[config.mk]
export PLATFORM = sky130hd
export DESIGN_NAME = sorng_ctrl
export DESIGN_NICKNAME = d
export VERILOG_FILES = /design/src/sv/spectral_occupancy_range_tracker_top_assert.svh /design/src/sv/sorng_pkg.sv /design/src/sv/sorng_ctrl.sv
export SDC_FILE = /design/constraint.sdc
export NUM_CORES = 1
export LEC_CHECK = 0
export BUFFER_PORTS_ARGS = -buffer_cell sky130_fd_sc_hd__buf_2
export CORE_AREA = 2 2 39 41
export DETAILED_ROUTE_END_ITERATION = 10
export DIE_AREA = 0 0 41 43
export HOLD_SLACK_MARGIN = 0.05
export PLACE_DENSITY = 0.63
export SYNTH_ARGS = -nofsm -noshare
export SYNTH_HDL_FRONTEND = slang
export SYNTH_SLANG_ARGS = --single-unit
[constraint.sdc]
create_clock -name clk -period 3.5 [get_ports clk]
set_input_delay 0 -clock clk [delete_from_list [all_inputs] [get_ports clk]]
set_output_delay 0 -clock clk [all_outputs]
set_load 0.01 [all_outputs]
[src/sv/spectral_occupancy_range_tracker_top_assert.svh]
// Assertion helpers for the range tracker
`ifndef SPECTRAL_OCCUPANCY_RANGE_TRACKER_TOP_ASSERT_SVH
`define SPECTRAL_OCCUPANCY_RANGE_TRACKER_TOP_ASSERT_SVH

// same-cycle implication
`define SORNG_AST_NOW(lbl, ante, cons) \
	lbl: assert property (@(posedge clk) disable iff (!arst_n) (ante) |-> (cons)) \
		else $error("sorng: check failed");

// next-cycle implication
`define SORNG_AST_NXT(lbl, ante, cons) \
	lbl: assert property (@(posedge clk) disable iff (!arst_n) (ante) |=> (cons)) \
		else $error("sorng: check failed");

`endif

[src/sv/sorng_pkg.sv]
`default_nettype none
package sorng_pkg;
	localparam int unsigned MAX_RANGES_DEF   = 16;
	localparam int unsigned MAX_CHANNELS_DEF = 16384;

	localparam int SAMPLE_W = 32;
	localparam int LEVEL_W  = 31;
	localparam int MINR_W   = 5;
	localparam int CNT_W    = 32;
	localparam int POS_W    = 14;
	localparam int WID_W    = 15;

	localparam logic [LEVEL_W-1:0] DETECT_RST = 31'd100000;
	localparam logic [LEVEL_W-1:0] CLIP_RST   = 31'd2000000;
	localparam logic [MINR_W-1:0]  MINR_RST   = 5'd2;

	localparam logic [1:0] CFG_DETECT = 2'd0;
	localparam logic [1:0] CFG_CLIP   = 2'd1;
	localparam logic [1:0] CFG_MINR   = 2'd2;

	typedef struct packed {
		logic idx_clr;
		logic idx_inc;
		logic commit;
		logic copy_put;
		logic spec_clear;
	} dp_cmd_t;

	typedef struct packed {
		logic any_flag;
		logic count_diff;
		logic count_zero;
		logic idx_last;
		logic mismatch;
		logic out_free;
		logic emit_en;
	} dp_stat_t;
endpackage
`default_nettype wire

[src/sv/sorng_ctrl.sv]
`default_nettype none
module sorng_ctrl import sorng_pkg::*; (
	input  wire logic     clk,
	input  wire logic     arst_n,
	input  wire logic     accept_last,
	input  wire dp_stat_t stat,
	output logic          in_ready,
	output dp_cmd_t       cmd
);
	typedef enum logic [3:0] {
		ST_RUN, ST_ENDS, ST_DECIDE, ST_CMP_RD, ST_CMP_CK,
		ST_COMMIT, ST_CP_RD, ST_CP_PUT, ST_FIN
	} state_t;

	state_t state_q;
	state_t state_d;

	always_comb begin
		state_d = state_q;
		cmd     = '0;
		case (state_q)
			ST_RUN: begin
				if (accept_last) state_d = ST_ENDS;
			end
			ST_ENDS: begin
				// last channel settles in the datapath this cycle
				cmd.idx_clr = 1'b1;
				state_d     = ST_DECIDE;
			end
			ST_DECIDE: begin
				if (stat.any_flag) state_d = ST_FIN;
				else if (stat.count_diff) state_d = ST_COMMIT;
				else if (stat.count_zero) state_d = ST_FIN;
				else state_d = ST_CMP_RD;
			end
			ST_CMP_RD: state_d = ST_CMP_CK;
			ST_CMP_CK: begin
				if (stat.mismatch) begin
					state_d = ST_COMMIT;
				end else if (stat.idx_last) begin
					state_d = ST_FIN;
				end else begin
					cmd.idx_inc = 1'b1;
					state_d     = ST_CMP_RD;
				end
			end
			ST_COMMIT: begin
				cmd.commit  = 1'b1;
				cmd.idx_clr = 1'b1;
				state_d     = stat.count_zero ? ST_FIN : ST_CP_RD;
			end
			ST_CP_RD: state_d = ST_CP_PUT;
			ST_CP_PUT: begin
				// hold until the output register can take the item
				if (!stat.emit_en || stat.out_free) begin
					cmd.copy_put = 1'b1;
					if (stat.idx_last) begin
						state_d = ST_FIN;
					end else begin
						cmd.idx_inc = 1'b1;
						state_d     = ST_CP_RD;
					end
				end
			end
			ST_FIN: begin
				cmd.spec_clear = 1'b1;
				state_d        = ST_RUN;
			end
			default: state_d = ST_RUN;
		endcase
	end

	always_ff @(posedge clk or negedge arst_n) begin
		if (!arst_n) begin
			state_q  <= ST_RUN;
			in_ready <= 1'b1;
		end else begin
			state_q  <= state_d;
			in_ready <= (state_d == ST_RUN) && !(state_q == ST_RUN && accept_last);
		end
	end
endmodule
`default_nettype wire

==> flow_summary.yaml, run 1 <==
outcome:
  status: "completed"
finish:
  drive_gt1_share_pct: 37.9
  syn_to_final_growth_pct: 25.4
  layout_commonest_cell: "buf_2"
  antenna_cells: 0
  stdcell_area_sq_um: 532
  nNetsFinal: 77
  final_cell_mix: "buf_2, nor2_1, nand2_1"
  stdcell_count: 82
power_and_ir_drop:
  p_sw_share_pct: 40.9
  p_comb_share_pct: 43.8
  vdd_ir_drop_max_v: 0.000254
  p_leak_nw: 0.236
  seqPwrFrac_pct: 36.8
  switching_power_w: 0.000143
  p_clk_share_pct: 19.4
  power-per-cell-area_nw_per_um2: 660
  p_int_w: 0.000208
yosys:
  syn_inst: 49
  postSynth.asyncResetShare_pct: 100
  ys_ff_latch: 5
  seq_area_frac_synth_pct: 29.8
  ys_warn_count: 0
  synth.top_cell.area_share_pct: 23.6
  synth_area_leader_cell: "dfrtp_1"
  avgSynthCellArea_sq_um: 8.66
  syn_nets: 59
  synthTopCellsByArea: "dfrtp_1, dfstp_2, nor4b_1, nor2_1, nor4_4"
  synth_cell_types: 28
  netlist_area_sq_um: 424
  synth_edf_count: 0
  ys.flop_type: "dfrtp_1"
sta:
  timing.final.crit_share_pct: 45.6
  fin_skew_ps: 9.71
  relSlewSlack_pct: 69.3
  rsz0062_at_grt: "false"
  finalCriticalPeriod_ps: 1600
  tightest_slew_ps: 454
  hold_viol: 0
  finalMaxSlewViolations: 0
  final-setup-viol-count: 0
  max_freq_mhz: 626
  finalSetupTns_ps: 0
clock_network:
  clk_pin_slew_worst_paths_ps: 50
  cts_root_buf: "clkbuf_4"
  insertion_delay_ps: 250
  cts_buffers: 3
  clock_path_buffers: 2
  clock_sinks: 5
  cts_tree: "done"
  htreeDepth: 1
global_route:
  antenna_found_initial: 0
  grt_max_degree: 14
  grt-ovfl-total: 0
  gr-usage-all-layers_pct: 11.7
  grt_pass1_wl_mm: 1.35
  grt_pass1_vias: 330
die:
  rows: 14
  die_w_um: 41
  io_pins: 16
  die_h_um: 43
  die_area_sq_um: 1760
  start_util_pct: 30.7
  coreArea_sq_um: 1380
worst_setup_path:
  crit_fanout: 13
  r2r-start: "state_q[0]"
  crit_path_end_kind: "flop"
  critPathKind: "flop to flop"
  start_kind: "flop"
  crit_arrival_ps: 1750
  r2r_slack_ps: 1900
  timing.rr.end: "in_ready"
  worst-r2r-cell-count: 4
  worst_ep_required_time_ps: 3660
route:
  vias: 429
  initialDrtViolationCount: 8
  via_per_inst: 5.23
  routed_wl_um: 921
  dr.pass1.iters: 4
  drc: 0
  wl_per_cell_um: 11.2
  ant_nets: 0
min_path:
  hp-class: "input port to asynchronous set/reset pin"
placement:
  port-buffer-count: 15
  place_congestion: 0.807
  placed_cells: 77
  hpwl_um: 712
  postPlaceCellArea_sq_um: 495
run:
  cap_violations: 0
-- synthesized netlist by cell type (2+ instances only) --
cell type / n
nand2_1: 5
nor3_1: 2
inv_1: 2
nor2_1: 6
nor4b_1: 3
dfrtp_1: 4
a21oi_1: 3
o21ai_0: 2
nand2b_1: 3
-- worst max path at each step --
stage,start,to,cells past startpoint
floorplan,state_q[1],in_ready,6
global placement,state_q[0],in_ready,4
detailed placement,state_q[0],in_ready,4
CTS,state_q[0],in_ready,4
global route,state_q[0],cmd[3],3
finish,state_q[0],in_ready,4
-- power groups by stage --
stage           clock, W  combinational [W]  sequential [W]
2_1_floorplan          0           0.000152        0.000102
3_3_place_gp           0           0.000153        0.000130
3_5_place_dp           0           0.000154        0.000129
4_1_cts        0.0000714           0.000155        0.000127
5_1_grt        0.0000752           0.000170        0.000135
6_report       0.0000681           0.000154        0.000129
-- stage by stage --
stage / setup slack, ps / util [%] / hold slack, ps / power [W]
2_1_floorplan: 2000 / - / -296 / 0.000254
3_3_place_gp: 1910 / 35.8 / -181 / 0.000283
3_5_place_dp: 1920 / 35.8 / -184 / 0.000283
4_1_cts: 1910 / 38.4 / 77.1 / 0.000354
5_1_grt: 1790 / 38.4 / 90.3 / 0.000381
6_report: 1900 / 38.4 / 83.0 / 0.000351
-- area by class of cell --
| type | count | area [sq um] |
|---|---|---|
| inverter | 2 | 7.51 |
| multi-input combinational | 39 | 267 |
| clock buffer | 4 | 26.3 |
| sequential | 5 | 126 |
| fill | 140 | 852 |
| timing repair buffer | 16 | 85.1 |
| tap | 16 | 20.0 |
-- cells by family after synthesis --
| family | after synthesis | synth area share, % |
|---|---|---|
| simple gates | 30 | 49.6 |
| compound gates | 9 | 13.3 |
| flops | 5 | 29.8 |
| buf+inv | 5 | 7.37 |
-- critical path, cell delays in order (launching register included) --
cell,delay (ps)
dfrtp_1,500
nor4b_2,240
a22o_1,260
or3_4,380
nor4_4,130
-- sequential cells by signal (all words and copies together), names as in the netlist --
name and cells:
in_ready 1, state_q 4
-- repair_timing --
action | in CTS | in global routing
resized for setup | 0 | 0
endpoints found under the hold margin | 5 | 0
setup endpoints to repair | 0 | 0
buffers inserted | 0 | 0
hold buffers | 1 | 0
-- layer usage --
metal	track usage, %	up-vias	part of all wire [%]
met1	16.0	188	45
met4	8.00	0	2.9
met2	15.3	23	43
met3	3.14	2	8.6
li1	-	216	-
met5	0	-	0
(Power assumes the default switching activity.)
==> inputs of run 2 (changes only) <==
- ABC_AREA: unset -> 1
- PLACE_DENSITY: 0.63 -> 0.64
- clock period: 3.5 -> 1.5 ns (I/O delays scaled with it)
==> run 2 against run 1 <==
Against the previous run:
- power increased by 140%
- combinational power increased to 2.8 times the previous value
- synthesized cell count increased by 69%
- die area unchanged
- clock power increased by 120%
- largest cell class unchanged
==> flow_summary.yaml, run 2 <==
outcome:
  status: "completed"
power_and_ir_drop:
  vdd_ir_drop_max_v: 0.000763
  p_clk_share_pct: 18.1
  p_comb_share_pct: 52.3
  p_leak_nw: 0.384
  p_int_w: 0.000456
  seqPwrFrac_pct: 29.6
  power-per-cell-area_nw_per_um2: 1470
  p_sw_share_pct: 45.5
  power_w: 0.000836
  switching_power_w: 0.000380
worst_setup_path:
  crit_slowest_cell: "dfrtp_1"
  max_stage_delay_ps: 400
  r2r_slack_ps: 270
  timing.rr.end: "in_ready"
  start_kind: "flop"
  crit_fanout: 4
  crit_path_end_kind: "output port"
  cp.depth: 7
  worst_ep_required_time_ps: 1500
  crit_family: "flip-flops"
  crit_arrival_ps: 1360
  worstPathCellList: "inv_1 -> nand2_1 -> nor2_1 -> nand2_1 -> o21a_1 -> inv_1 -> buf_2"
  worst-r2r-cell-count: 8
  cp_num_buf_inv: 3
  critPathKind: "flop to output port"
  r2r-start: "state_q[3]"
global_route:
  antenna_found_initial: 0
  gr-usage-all-layers_pct: 13.5
  grt_pass1_wl_mm: 1.59
  grt_pass1_vias: 424
  grt-ovfl-total: 0
  grt_max_degree: 6
die:
  die_w_um: 41
  start_util_pct: 31.6
  die_h_um: 43
  rows: 14
  die_area_sq_um: 1760
  io_pins: 16
  coreArea_sq_um: 1380
sta:
  fin_skew_ps: 2.37
  tightest_slew_ps: 251
  finalSetupTns_ps: 0
  hold_viol: 0
  finalCriticalPeriod_ps: 1360
  finalMaxSlewViolations: 0
  fin_ws_ps: 135
  max_freq_mhz: 733
  relSlewSlack_pct: 83.2
  timing.final.crit_share_pct: 91.0
  rsz0062_at_grt: "false"
  final-setup-viol-count: 0
route:
  initialDrtViolationCount: 22
  ant_nets: 0
  wl_per_cell_um: 8.50
  routed_wl_mm: 1.01
  vias: 535
  drc: 0
  via_per_inst: 4.50
  dr.pass1.iters: 4
clock_network:
  htreeDepth: 1
  ctsResizeCount: 0
  clock_path_buffers: 2
  cts_tree: "done"
  post_cts_buffers: 0
  clk_pin_slew_worst_paths_ps: 40
  cts_buffers: 3
  cts_root_buf: "clkbuf_4"
  clock_sinks: 5
  insertion_delay_ps: 240
finish:
  antenna_cells: 0
  fillers: 152
  largest_register: "state_q"
  nNetsFinal: 114
  largest_register_ffs: 4
  stdcell_count: 119
  layout_commonest_cell: "nand2_1"
  drive_gt1_share_pct: 18.4
  final_cell_mix: "nand2_1, nor2_1, inv_1"
  top_regs: "state_q x4, in_ready x1"
  syn_to_final_growth_pct: 30.0
yosys:
  postSynth.asyncResetShare_pct: 100
  seq_area_frac_synth_pct: 28.9
  yosys.cell_count.top_type: "nand2_1"
  ys_warn_count: 0
  synth_edf_count: 0
  syn_nets: 93
  synth_cell_types: 9
  avgSynthCellArea_sq_um: 5.28
  ys_ff_latch: 5
  netlist_area_sq_um: 438
  ys.flop_type: "dfrtp_1"
  synth_commonest_cells: "nand2_1, nor2_1, inv_1"
  synthTopCellsByArea: "nand2_1, dfrtp_1, nor2_1, inv_1, nand3_1"
  syn_inst: 83
  synth.top_cell.area_share_pct: 24.0
  synth_area_leader_cell: "nand2_1"
min_path:
  whs_path_depth: 5
  whs_endpoint: "state_q[0]"
  min_from: "accept_last"
  hp-class: "input port to flop"
placement:
  placed_cells: 114
  port-buffer-count: 15
  hpwl_um: 827
  pre_cts_ws_ps: 287
  place_congestion: 0.841
run:
  cap_violations: 0
[run 2: cell count changes after synthesis, moves of 2 or more]
cell	delta
inv_1	+15
nor2_1	+15
nor4b_1	-3
o21ai_0	-2
a21oi_1	-3
nand3_1	+7
nand2_1	+23
nand2b_1	-3
[run 2: worst register-to-register path: cells and delay by family, from the launching register on]
kind	cells	cell delay (ps)
buf+inv	2	160
flops	1	400
simple gates	6	610
[run 2: cells by family after synthesis]
family	count (synthesis)	synth area share, %
flops	5	28.9
buf+inv	17	14.6
simple gates	60	54.9
compound gates	1	1.71
[run 2: power groups by stage]
stage	sequential (W)	clock, W	combinational [W]
2_1_floorplan	0.000248	0	0.000307
3_3_place_gp	0.000247	0	0.000438
3_5_place_dp	0.000249	0	0.000431
4_1_cts	0.000247	0.000155	0.000436
5_1_grt	0.000257	0.000165	0.000499
6_report	0.000247	0.000151	0.000437
[run 2: final cells by class]
cell class	instances	area (sq um)	share of cell area [%]
well taps	16	20.0	3.52
repair buffers	16	85.1	14.9
inverters	17	63.8	11.2
multi-input cells	61	248	43.5
clock buffers	4	26.3	4.62
flip-flops and latches	5	126	22.2
[run 2: how the worst max path moves through the flow]
stage                to  slack, ps  startpoint
2_1_floorplan  in_ready        340  state_q[3]
3_3_place_gp   in_ready        290  state_q[3]
3_5_place_dp   in_ready        290  state_q[3]
4_1_cts          cmd[3]        130  state_q[3]
5_1_grt          cmd[3]          3  state_q[3]
6_report         cmd[3]        140  state_q[3]
[run 2: stage by stage]
step	util (%)	hold slack [ps]	instance area, sq um
6_report	41.1	100	569
5_1_grt	41.1	109	569
4_1_cts	41.1	97.7	569
3_5_place_dp	38.5	-185	533
3_3_place_gp	38.5	-185	533
2_1_floorplan	-	-296	438
[run 2: metal layers]
metal | track usage [%] | wire length [um]
met1 | 16.8 | 454
met2 | 21.3 | 477
met3 | 1.57 | 66
met4 | 8.00 | 14
met5 | 0 | 0
[run 2: what timing repair did]
item	CTS	global route
endpoints found under the hold margin	5	0
setup endpoints to repair	0	0
hold buffers	1	0
